==> src/rtl/kvs_pkg.sv <==
// shared types and constants of the keyframe vector sampler
package kvs_pkg;
  localparam int MaxKeys = 16;
  localparam int IdxW = $clog2(MaxKeys);
  localparam int CntW = 5;
  localparam int AddrW = 1;
  localparam logic [AddrW-1:0] RegKeyCount = 1'b0;
  localparam logic ActLoad = 1'b0;
  localparam logic ActSample = 1'b1;

  // controller to datapath
  typedef struct packed {
    logic            load;
    logic            capture;
    logic            rd_en;
    logic [IdxW-1:0] rd_idx;
    logic            first_chk;
    logic            seg_chk;
    logic            div_start;
    logic            mul_start;
    logic [1:0]      mul_lane;
    logic            out_load;
    logic [1:0]      out_sel;
  } kvs_cmd_t;

  // datapath to controller
  typedef struct packed {
    logic hit;
    logic div_done;
    logic mul_done;
  } kvs_sts_t;

  localparam logic [1:0] SelFirst = 2'd0;
  localparam logic [1:0] SelBlend = 2'd1;
  localparam logic [1:0] SelLast  = 2'd2;
endpackage

==> src/rtl/kvs_ctrl.sv <==
// controller state machine: segment search and arithmetic sequencing
module kvs_ctrl import kvs_pkg::*; (
  input  logic            clk_i,
  input  logic            rst_ni,
  input  logic            in_valid_i,
  input  logic            in_action_i,
  input  logic [CntW-1:0] key_count_i,
  input  logic            out_busy_i,
  input  kvs_sts_t        sts_i,
  output logic            in_ready_o,
  output kvs_cmd_t        cmd_o
);
  typedef enum logic [3:0] {
    S_IDLE, S_RD0, S_FIRST, S_RDSEG, S_SEG, S_DIV, S_MUL, S_MULW, S_RDLAST, S_OUT
  } state_e;

  state_e          state_q;
  logic [IdxW-1:0] seg_q;
  logic [1:0]      lane_q;
  logic [1:0]      sel_q;
  logic [IdxW-1:0] last_idx;
  logic            single;

  // clamp key count into 1..MaxKeys
  always_comb begin
    if (key_count_i == '0 || key_count_i == CntW'(1)) begin
      last_idx = '0;
    end else if (key_count_i > CntW'(MaxKeys)) begin
      last_idx = IdxW'(MaxKeys - 1);
    end else begin
      last_idx = IdxW'(key_count_i - CntW'(1));
    end
    single = (last_idx == '0);
  end

  assign in_ready_o = (state_q == S_IDLE) && !out_busy_i;

  // command decode
  always_comb begin
    cmd_o = '0;
    cmd_o.load      = (state_q == S_IDLE) && in_valid_i && !out_busy_i &&
                      (in_action_i == ActLoad);
    cmd_o.capture   = (state_q == S_IDLE) && in_valid_i && !out_busy_i;
    cmd_o.rd_en     = (state_q == S_RD0) || (state_q == S_RDSEG) || (state_q == S_RDLAST);
    cmd_o.rd_idx    = (state_q == S_RDLAST) ? last_idx : seg_q;
    cmd_o.first_chk = (state_q == S_FIRST);
    cmd_o.seg_chk   = (state_q == S_SEG);
    cmd_o.div_start = (state_q == S_SEG) && sts_i.hit;
    cmd_o.mul_start = (state_q == S_MUL);
    cmd_o.mul_lane  = lane_q;
    cmd_o.out_load  = (state_q == S_OUT);
    cmd_o.out_sel   = sel_q;
  end

  // state and registered control
  always_ff @(posedge clk_i or negedge rst_ni) begin
    if (!rst_ni) begin
      state_q <= S_IDLE;
      seg_q   <= '0;
      lane_q  <= '0;
      sel_q   <= SelFirst;
    end else begin
      case (state_q)
        S_IDLE: begin
          if (in_valid_i && !out_busy_i && in_action_i == ActSample) begin
            seg_q   <= '0;
            state_q <= S_RD0;
          end
        end
        S_RD0: state_q <= S_FIRST;
        S_FIRST: begin
          if (single || sts_i.hit) begin
            sel_q   <= SelFirst;
            state_q <= S_OUT;
          end else begin
            state_q <= S_RDSEG;
          end
        end
        S_RDSEG: state_q <= S_SEG;
        S_SEG: begin
          if (sts_i.hit) begin
            state_q <= S_DIV;
          end else if (seg_q + IdxW'(1) >= last_idx) begin
            state_q <= S_RDLAST;
          end else begin
            seg_q   <= seg_q + IdxW'(1);
            state_q <= S_RDSEG;
          end
        end
        S_DIV: begin
          if (sts_i.div_done) begin
            lane_q  <= '0;
            state_q <= S_MUL;
          end
        end
        S_MUL: state_q <= S_MULW;
        S_MULW: begin
          if (sts_i.mul_done) begin
            if (lane_q == 2'd2) begin
              sel_q   <= SelBlend;
              state_q <= S_OUT;
            end else begin
              lane_q  <= lane_q + 2'd1;
              state_q <= S_MUL;
            end
          end
        end
        S_RDLAST: begin
          sel_q   <= SelLast;
          state_q <= S_OUT;
        end
        S_OUT: state_q <= S_IDLE;
        default: state_q <= S_IDLE;
      endcase
    end
  end
endmodule

==> config.mk <==
export PLATFORM = sky130hd
export DESIGN_NAME = kvs_ctrl
export DESIGN_NICKNAME = d
export VERILOG_FILES = /design/src/rtl/kvs_pkg.sv /design/src/rtl/kvs_ctrl.sv
export SDC_FILE = /design/constraint.sdc
export NUM_CORES = 1
export LEC_CHECK = 0
export BUFFER_PORTS_ARGS = -buffer_cell sky130_fd_sc_hd__buf_2
export CORE_ASPECT_RATIO = 0.7
export CORE_MARGIN = 8
export CORE_UTILIZATION = 53
export DETAILED_ROUTE_END_ITERATION = 12
export PLACE_DENSITY = 0.8
export REMOVE_ABC_BUFFERS = 1
export SLEW_MARGIN = 0
export SYNTH_ARGS = -nofsm -noshare
export SYNTH_HDL_FRONTEND = slang
export SYNTH_SLANG_ARGS = --single-unit
==> constraint.sdc <==
create_clock -name clk_i -period 2.3 [get_ports clk_i]
set_input_delay 0.46 -clock clk_i [delete_from_list [all_inputs] [get_ports clk_i]]
set_output_delay 0.46 -clock clk_i [all_outputs]
set_load 0.005 [all_outputs]
==> metrics, run 1 <==
Max Slew Vio Count 0; Worst setup EP type flop; max_cap viols 0; Slew HR 65.77%; Final min period 2.423 ns; Non-Filler Instances 229; Syn Inst Count 151; final worst slack -0.1233 ns; worst-margin pin slew 0.5135 ns; Max VDD drop 0.0004366 V; Cell Pwr Density 921.4 mW/mm²; required time worst endpoint 2.50 ns; 1st-pass router iterations 6; ratio of cells with drive above 1 in the final layout 43.37%; top achievable clock speed 412.7 MHz; Clock Latency Late Sink 0.27 ns; DR WL/cell 20.17 µm; startpoint types input port; status finished with violations; gr usage total 21.06%; Worst path slowest cell or3b_4; Root Buffer clkbuf_4; Post-synth EDFFs 0; Seq/Total Area, Yosys 25.16%; area grow syn2layout 44.55%; Post-CTS Hold Buffers 0; first-pass GRT wire length 6955 µm; Crit path max-delay family compound AO/OA/AOI/OAI gates; CP Data Arrival Time 2.62 ns; unrepaired setup endpoints after global routing yes; grt ovf 0; Worst-path clk slew 0.08 ns; Starting DRT DRC Count 223; Worst Skew 0.003314 ns; Core Rows 14; synthesis-stage register bit count 12; die extent in x 72.72 µm; fin crit share 105.4%; Final nets 219; PortBufs 29; synth unique cells 50; CTS tree yes; Yosys warnings 0; DR vias/cell 6.690; Avg Inst Size Synth 7.905 µm²; post-route ant nets 0; Cell Area, Synth 0.001194 mm²; critical-path cell list buf_12 -> inv_6 -> ha_4 -> buf_6 -> inv_1 -> a211oi_2 -> ha_2 -> o21a_1 -> nor2_4 -> or3b_4 -> a41o_1 -> a31oi_1; IO Count 30; Clock Tree Buf Depth 2; Top FF cell, synth dfrtp_1; clk sinks 12; Placeable Area 0.002137 mm²; Initial Util 55.85%; DR DRC count 0; Leak 0.7880 nW; Fin. Hold Viols 0; failing checks setup timing; CP bufs+invs 4; GPL Wtd Cong 0.8821; initial antenna violation count 1; H-tree level count 1; Via Count 1532; TritonCTS Buffers 3; die area 0.004051 mm²; Cells after DPL 220; CP max stage delay 0.40 ns; setup TNS -0.2209 ns; Post-Route WL 4619 µm; Die Y 55.71 µm; via count of the first global-routing pass 1470; final setup vio count 4; post-detail-place hpwl 2795 µm; Hold Path Class in -> async; CP Class in -> reg; crit path max fanout 5; async set-reset flop share out of synthesis 100.0%; largest net degree at the start of global routing 14
## repair_timing
action,in CTS,in global routing
setup endpoints to repair,10,11
pin swaps,13,6
cloned,0,0
resized for setup,32,15
setup buffers,4,1
## flip-flops by register name, summed over array words and instances, names as in the netlist
register  cells
sel_q         2
lane_q        2
state_q       4
seg_q         4
## layer usage
layer	part of all wire (%)	global-route usage, %	wire length (µm)	up-vias
met1	38	25.28	1747	703
met5	0	0	0	-
li1	-	-	-	653
met4	7.1	9.091	327	0
met3	12	7.014	564	40
met2	43	33.08	1980	136
## Yosys cell counts (3+ instances only)
| master | count | area, µm² |
|---|---|---|
| nand2_1 | 14 | 52.55 |
| o21ai_0 | 13 | 65.06 |
| dfrtp_1 | 12 | 300.3 |
| inv_1 | 10 | 37.54 |
| nand3_1 | 10 | 50.05 |
| nor2_1 | 9 | 33.78 |
| ha_1 | 8 | 100.1 |
| a21oi_1 | 5 | 25.02 |
| a31oi_1 | 5 | 31.28 |
| clkbuf_1 | 4 | 15.01 |
| nand2b_1 | 4 | 25.02 |
| nor2b_1 | 4 | 25.02 |
| nor3_1 | 4 | 20.02 |
| and3_1 | 3 | 18.77 |
## through the flow
step / total power, mW / hold WS [ns] / area [µm²] / utilization [%] / setup slack (ns)
4_1_cts: 1.478 / 0.06560 / 1663 / 77.81 / -0.005806
5_1_grt: 1.689 / 0.07851 / 1725 / 80.74 / -0.2177
3_3_place_gp: 1.225 / 0.3572 / 1459 / 68.27 / -0.4571
6_report: 1.590 / 0.05823 / 1725 / 80.74 / -0.1233
2_1_floorplan: 0.9380 / 0.1644 / 1154 / - / -0.3984
3_5_place_dp: 1.269 / 0.3619 / 1459 / 68.27 / -0.5747
## kinds of logic (layout without fill, tap and decap cells)
| logic type | Yosys count | in the layout | share of synthesized area, % |
|---|---|---|---|
| adders and majority gates | 8 | 8 | 8.386 |
| buffers and inverters | 18 | 63 | 6.499 |
| other | 0 | 1 | 0 |
| AOI/OAI and AO/OA | 47 | 47 | 27.04 |
| xor gates and xnor gates | 1 | 1 | 0.7339 |
| muxes | 2 | 2 | 1.782 |
| DFF | 12 | 12 | 25.16 |
| and+or+nand+nor | 63 | 63 | 30.40 |
## final cells by class
type                            count  area (µm²)
Tap cell                           32       40.04
Clock buffer                        3       22.52
Multi-Input combinational cell    121       977.2
Timing Repair Buffer               50       335.3
Inverter                           10       47.55
Antenna cell                        1       2.502
Fill cell                         132       411.6
Sequential cell                    12       300.3
## final timing paths
check	from	endpoint	slack (ns)	cells past startpoint
worst max-delay path	key_count_i[0]	state_q[3]	-0.12	12
worst min-delay path	rst_ni	lane_q[1]	0.06	1
worst max register to register	seg_q[0]	state_q[3]	0.05	9
worst min register to register	seg_q[3]	seg_q[3]	0.58	2
max in group asynchronous	rst_ni	seg_q[1]	2.02	1
min in group clk_i	sts_i[0]	state_q[1]	0.49	2
## where the power goes
group	total (mW)	switching (mW)	leakage, nW	internal (mW)
registers	0.413	0.127	0.160	0.287
logic	1.04	0.553	0.615	0.492
clock network	0.132	0.0710	0.0138	0.0606
total	1.59	0.750	0.788	0.839
## cells in the final DEF, fill, tap and decap left out, types with 2 or more instances in the layout
cell      Yosys  final
a211oi_2      0      2
a21boi_0      2      2
a21oi_1       5      5
a22o_1        2      2
a31oi_1       5      4
and2_1        2      2
and3_1        3      2
buf_2         2     27
buf_4         0     19
buf_6         1      2
clkbuf_4      0      3
dfrtp_1      12     12
ha_1          8      4
ha_2          0      2
ha_4          0      2
inv_1        10      8
inv_6         0      2
nand2_1      14     13
nand2_2       1      2
nand2b_1      4      3
nand3_1      10     10
nor2_1        9      7
nor2_4        0      2
nor2b_1       4      3
nor3_1        4      3
nor4b_4       2      2
o21ai_0      13     10
o21ai_1       2      3
o21ai_2       0      2
Power figures use the tool's default switching activity.
==> inputs of run 2 (changes only) <==
- PLACE_DENSITY: 0.8 -> unset
- PLACE_DENSITY_LB_ADDON: unset -> 0.12
- SKIP_LAST_GASP: unset -> 1
==> run 2 against run 1 <==
The run still ends with setup timing left. Combinational power increased by 11%. Sequential power grew 1%. Clock skew is 0.0011 ns higher. Setup slack gained 0.034 ns. Non-clock buffer count up 8. Worst hold slack worse by 0.026 ns. Largest power group unchanged.
==> metrics, run 2 (same netlist as run 1, synthesis figures left out) <==
GPL Wtd Cong 0.9185; clk sinks 12; Post-Route WL 4524 µm; final worst slack -0.08895 ns; commonest cells after routing, fill and taps aside 27 x buf_2, 26 x buf_4, 14 x nand2_1, 12 x dfrtp_1; final setup vio count 4; unrepaired setup endpoints after global routing yes; IO Count 30; Final Power 1.761 mW; Regs by FF count seg_q x4, state_q x4; CP endpoint state_q[3]; Core Rows 14; setup TNS -0.2635 ns; DR DRC count 0; Worst-path clk slew 0.09 ns; Clock Latency Late Sink 0.30 ns; required time worst endpoint 2.48 ns; fin crit share 103.9%; CTS tree yes; 1st-pass router iterations 6; worst-margin pin slew 0.5726 ns; area grow syn2layout 51.26%; die extent in x 72.72 µm; Final min period 2.389 ns; Die Y 55.71 µm; Initial Util 55.85%; startpoint types input port; status finished with violations; Via Count 1522; Starting DRT DRC Count 122; gr usage total 20.39%; max_cap viols 0; largest net degree at the start of global routing 17; Hold Path Class in -> async; R2R Setup Slk 0.06 ns; Placeable Area 0.002137 mm²; Fin. Hold Viols 0; Clock Tree Buf Depth 2; TritonCTS Buffers 3; commonest non-fill, non-tap cell in the layout buf_2; Max VDD drop 0.0005491 V; Post-CTS Hold Buffers 0; via count of the first global-routing pass 1387; post-route ant nets 0; failing checks setup timing; reg2reg end state_q[3]; multi-input logic area 989.7 µm²; CP Data Arrival Time 2.57 ns; FF+latch area 300.3 µm²; die area 0.004051 mm²; Worst setup EP type flop; cells on worst reg2reg path 7; Worst Skew 0.004412 ns; DR vias/cell 6.395; post-detail-place hpwl 2797 µm; worst r2r src seg_q[0]; Max Slew Vio Count 0; Cell Pwr Density 975.3 mW/mm²; Root Buffer clkbuf_4; DR WL/cell 19.01 µm; grt ovf 0; crit path max fanout 3; fillers 116; Worst setup startpoint key_count_i[0]; top achievable clock speed 418.6 MHz; CP Class in -> reg; Diodes inserted 0; initial antenna violation count 0; H-tree level count 1; Slew HR 61.83%; first-pass GRT wire length 6644 µm; ratio of cells with drive above 1 in the final layout 44.66%; PortBufs 29; Final nets 228; Leak 0.8291 nW
[run 2: cell type report]
| cell class | count | area share, % |
|---|---|---|
| Multi-Input combinational cell | 122 | 54.82 |
| Timing Repair Buffer | 58 | 21.83 |
| Sequential cell | 12 | 16.63 |
| Inverter | 10 | 2.495 |
| Tap cell | 32 | 2.218 |
| Clock buffer | 4 | 2.010 |
[run 2: through the flow]
stage | worst slack (ns) | util, % | hold WS, ns | area (µm²) | cells
finish | -0.08895 | 84.48 | 0.03203 | 1805 | 238
global placement | -0.4755 | 69.32 | 0.3584 | 1481 | 223
CTS | -0.1018 | 78.34 | 0.04908 | 1674 | 232
floorplan | -0.3984 | - | 0.1644 | 1154 | 143
global route | -0.1415 | 84.48 | 0.06275 | 1805 | 238
detailed placement | -0.5346 | 69.32 | 0.3666 | 1481 | 223
[run 2: critical path, stage by stage]
cell       delay (ns)
buf_8            0.11
buf_6            0.11
buf_4            0.14
nand2_1          0.09
o21ai_1          0.09
a2bb2oi_2        0.19
ha_1             0.25
nand2b_4         0.15
a2111oi_4        0.39
buf_4            0.20
or3b_4           0.13
and3_1           0.16
a31oi_1          0.09
[run 2: what timing repair did]
action,in CTS,in global routing
hold endpoints to repair,0,0
pin swaps,12,9
gates resized for setup,27,19
buffers inserted,5,6
setup endpoints to repair,11,11
cloned,0,1
[run 2: how the worst min path moves through the flow]
stage,depth (start not counted),slack [ns],endpoint
2_1_floorplan,0,0.16,lane_q[0]
3_3_place_gp,1,0.36,seg_q[3]
3_5_place_dp,1,0.37,seg_q[1]
4_1_cts,1,0.05,seg_q[3]
5_1_grt,1,0.06,state_q[1]
6_report,1,0.03,seg_q[3]
[run 2: where the power goes]
group	total (mW)	leakage, nW	switching, mW	internal [mW]
Combinational	1.15	0.649	0.605	0.549
Sequential	0.418	0.160	0.131	0.286
Clock	0.190	0.0210	0.0928	0.0968
Total	1.76	0.829	0.829	0.932
[run 2: layer usage]
layer	global-route usage (%)	share of wire, %	vias up
met5	0	0	-
met4	7.386	4.1	0
met3	6.295	11	32
met2	31.04	45	107
met1	26.09	39	700
li1	-	-	683
==> inputs of run 3 (changes only) <==
- CORE_UTILIZATION: 53 -> 57
- clock period: 2.3 -> 3.1 ns (I/O delays scaled with it)
==> run 3 against run 2 <==
The run now ends clean. Clock-buffer cell count is the same. Non-clock buffer count shrank 23. Clock power shrank 32%. First-iteration DRC count shrank 28%. Global-route usage shrank 3.5 points. Clock skew shrank 0.0039 ns. Combinational power shrank 46%. Highest routed layer unchanged.
==> metrics, run 3 (same netlist as run 1, synthesis figures left out) <==
status finished clean; Fin. Hold Viols 0; Initial Util 57.75%; Final nets 204; DR DRC count 0; FF+latch area 300.3 µm²; fillers 179; multi-input logic area 815.8 µm²; via count of the first global-routing pass 1185; Placeable Area 0.002067 mm²; ratio of cells with drive above 1 in the final layout 24.73%; DR vias/cell 6.417; GPL Wtd Cong 0.9247; largest net degree at the start of global routing 14; commonest non-fill, non-tap cell in the layout buf_2; Leak 0.6750 nW; required time worst endpoint 3.27 ns; Final min period 2.891 ns; 1st-pass router iterations 5; CP Data Arrival Time 3.06 ns; Post-Route WL 3312 µm; crit path max fanout 8; CP max stage delay 0.46 ns; Resized cells post-CTS 0; commonest cells after routing, fill and taps aside 29 x buf_2, 14 x nand2_1, 13 x o21ai_0, 12 x dfrtp_1; Cell Pwr Density 753.3 mW/mm²; gr usage total 16.88%; post-detail-place hpwl 2575 µm; fin crit share 93.24%; Root Buffer clkbuf_4; clk sinks 12; Post-Place Setup Slack -0.05241 ns; initial antenna violation count 0; Core Rows 14; CP Class in -> reg; worst-margin pin slew 0.5272 ns; PortBufs 29; area grow syn2layout 18.13%; Clock Tree Buf Depth 2; unrepaired setup endpoints after global routing yes; die extent in x 70.70 µm; Worst Skew 0.0005440 ns; DR WL/cell 16.08 µm; Hold Path Class in -> async; die area 0.003838 mm²; Crit path max-delay family compound AO/OA/AOI/OAI gates; final setup vio count 0; H-tree level count 1; Max Slew Vio Count 0; IO Count 30; Die Y 54.29 µm; Slew HR 64.85%; post-route ant nets 0; Worst-path clk slew 0.08 ns; Diodes inserted 0; Worst setup EP type flop; critical-path cell list buf_2 -> inv_1 -> ha_1 -> nor2_1 -> o21ai_0 -> a2bb2oi_1 -> ha_1 -> nand2b_1 -> a2111oi_2 -> o21ai_1 -> a32o_1; CP bufs+invs 2; Clock Latency Late Sink 0.28 ns; CTS tree yes; Max VDD drop 0.0003436 V; Post-CTS Setup Bufs 0; Starting DRT DRC Count 88; worst hold margin 0.2112 ns; startpoint types input port; grt ovf 0; first-pass GRT wire length 5306 µm; Via Count 1322; top achievable clock speed 346.0 MHz; Worst path slowest cell a2111oi_2; Post-CTS Hold Buffers 0; most frequent CP cell ha_1; final worst slack 0.2094 ns; Regs by FF count seg_q x4, state_q x4; TritonCTS Buffers 3; max_cap viols 0
run 3: cell count changes in the layout (fill, tap and decap cells not counted), moves of 3 or more:
cell,delta
buf_6,-3
ha_2,-3
ha_1,+5
o21ai_0,+3
buf_4,-20
run 3: through the flow:
| step | TNS (ns) | total power, mW | area, µm² | util, % | std cells |
|---|---|---|---|---|---|
| after floorplan | 0 | 0.6960 | 1154 | - | 143 |
| after global placement | 0 | 0.9021 | 1374 | 66.46 | 202 |
| after detailed placement | -0.1364 | 0.9231 | 1374 | 66.46 | 202 |
| after CTS | 0 | 1.055 | 1410 | 68.22 | 206 |
| after global routing | -0.01203 | 1.143 | 1410 | 68.22 | 206 |
| final | 0 | 1.062 | 1410 | 68.22 | 206 |
run 3: worst reg2reg max path, delay by kind of cell, from the launching register on:
kind	cells	cell delay [ns]
compound gates	3	0.98
flops	1	0.46
fa+ha+maj	2	0.64
run 3: per-layer routing:
metal  vias up  GRT usage [%]  routed length (µm)
met1       607          23.15                1540
met4         0          3.425                  34
met5         -              0                   0
met3         8          4.022                 331
met2        79          26.80                1406
li1        628              -                   -
run 3: worst paths after layout:
kind | from | endpoint | slack, ns | cells after the start
hold reg to reg | seg_q[3] | seg_q[3] | 0.56 | 2
min in group clk_i | seg_q[3] | seg_q[3] | 0.56 | 2
setup / recovery | key_count_i[0] | seg_q[2] | 0.21 | 11
hold / removal | rst_ni | seg_q[1] | 0.21 | 1
setup reg to reg | seg_q[0] | seg_q[2] | 0.91 | 5
max in group asynchronous | rst_ni | state_q[2] | 2.66 | 1
run 3: cell type report:
cell class,count,share of cell area (%)
Timing Repair Buffer,35,13.49
Sequential cell,12,21.30
Inverter,10,2.662
Multi-Input combinational cell,121,57.85
Tap cell,24,2.130
Clock buffer,4,2.573
run 3: power breakdown:
group          switching, mW  internal (mW)
clock                 0.0571         0.0715
combinational          0.330          0.294
sequential            0.0969          0.212
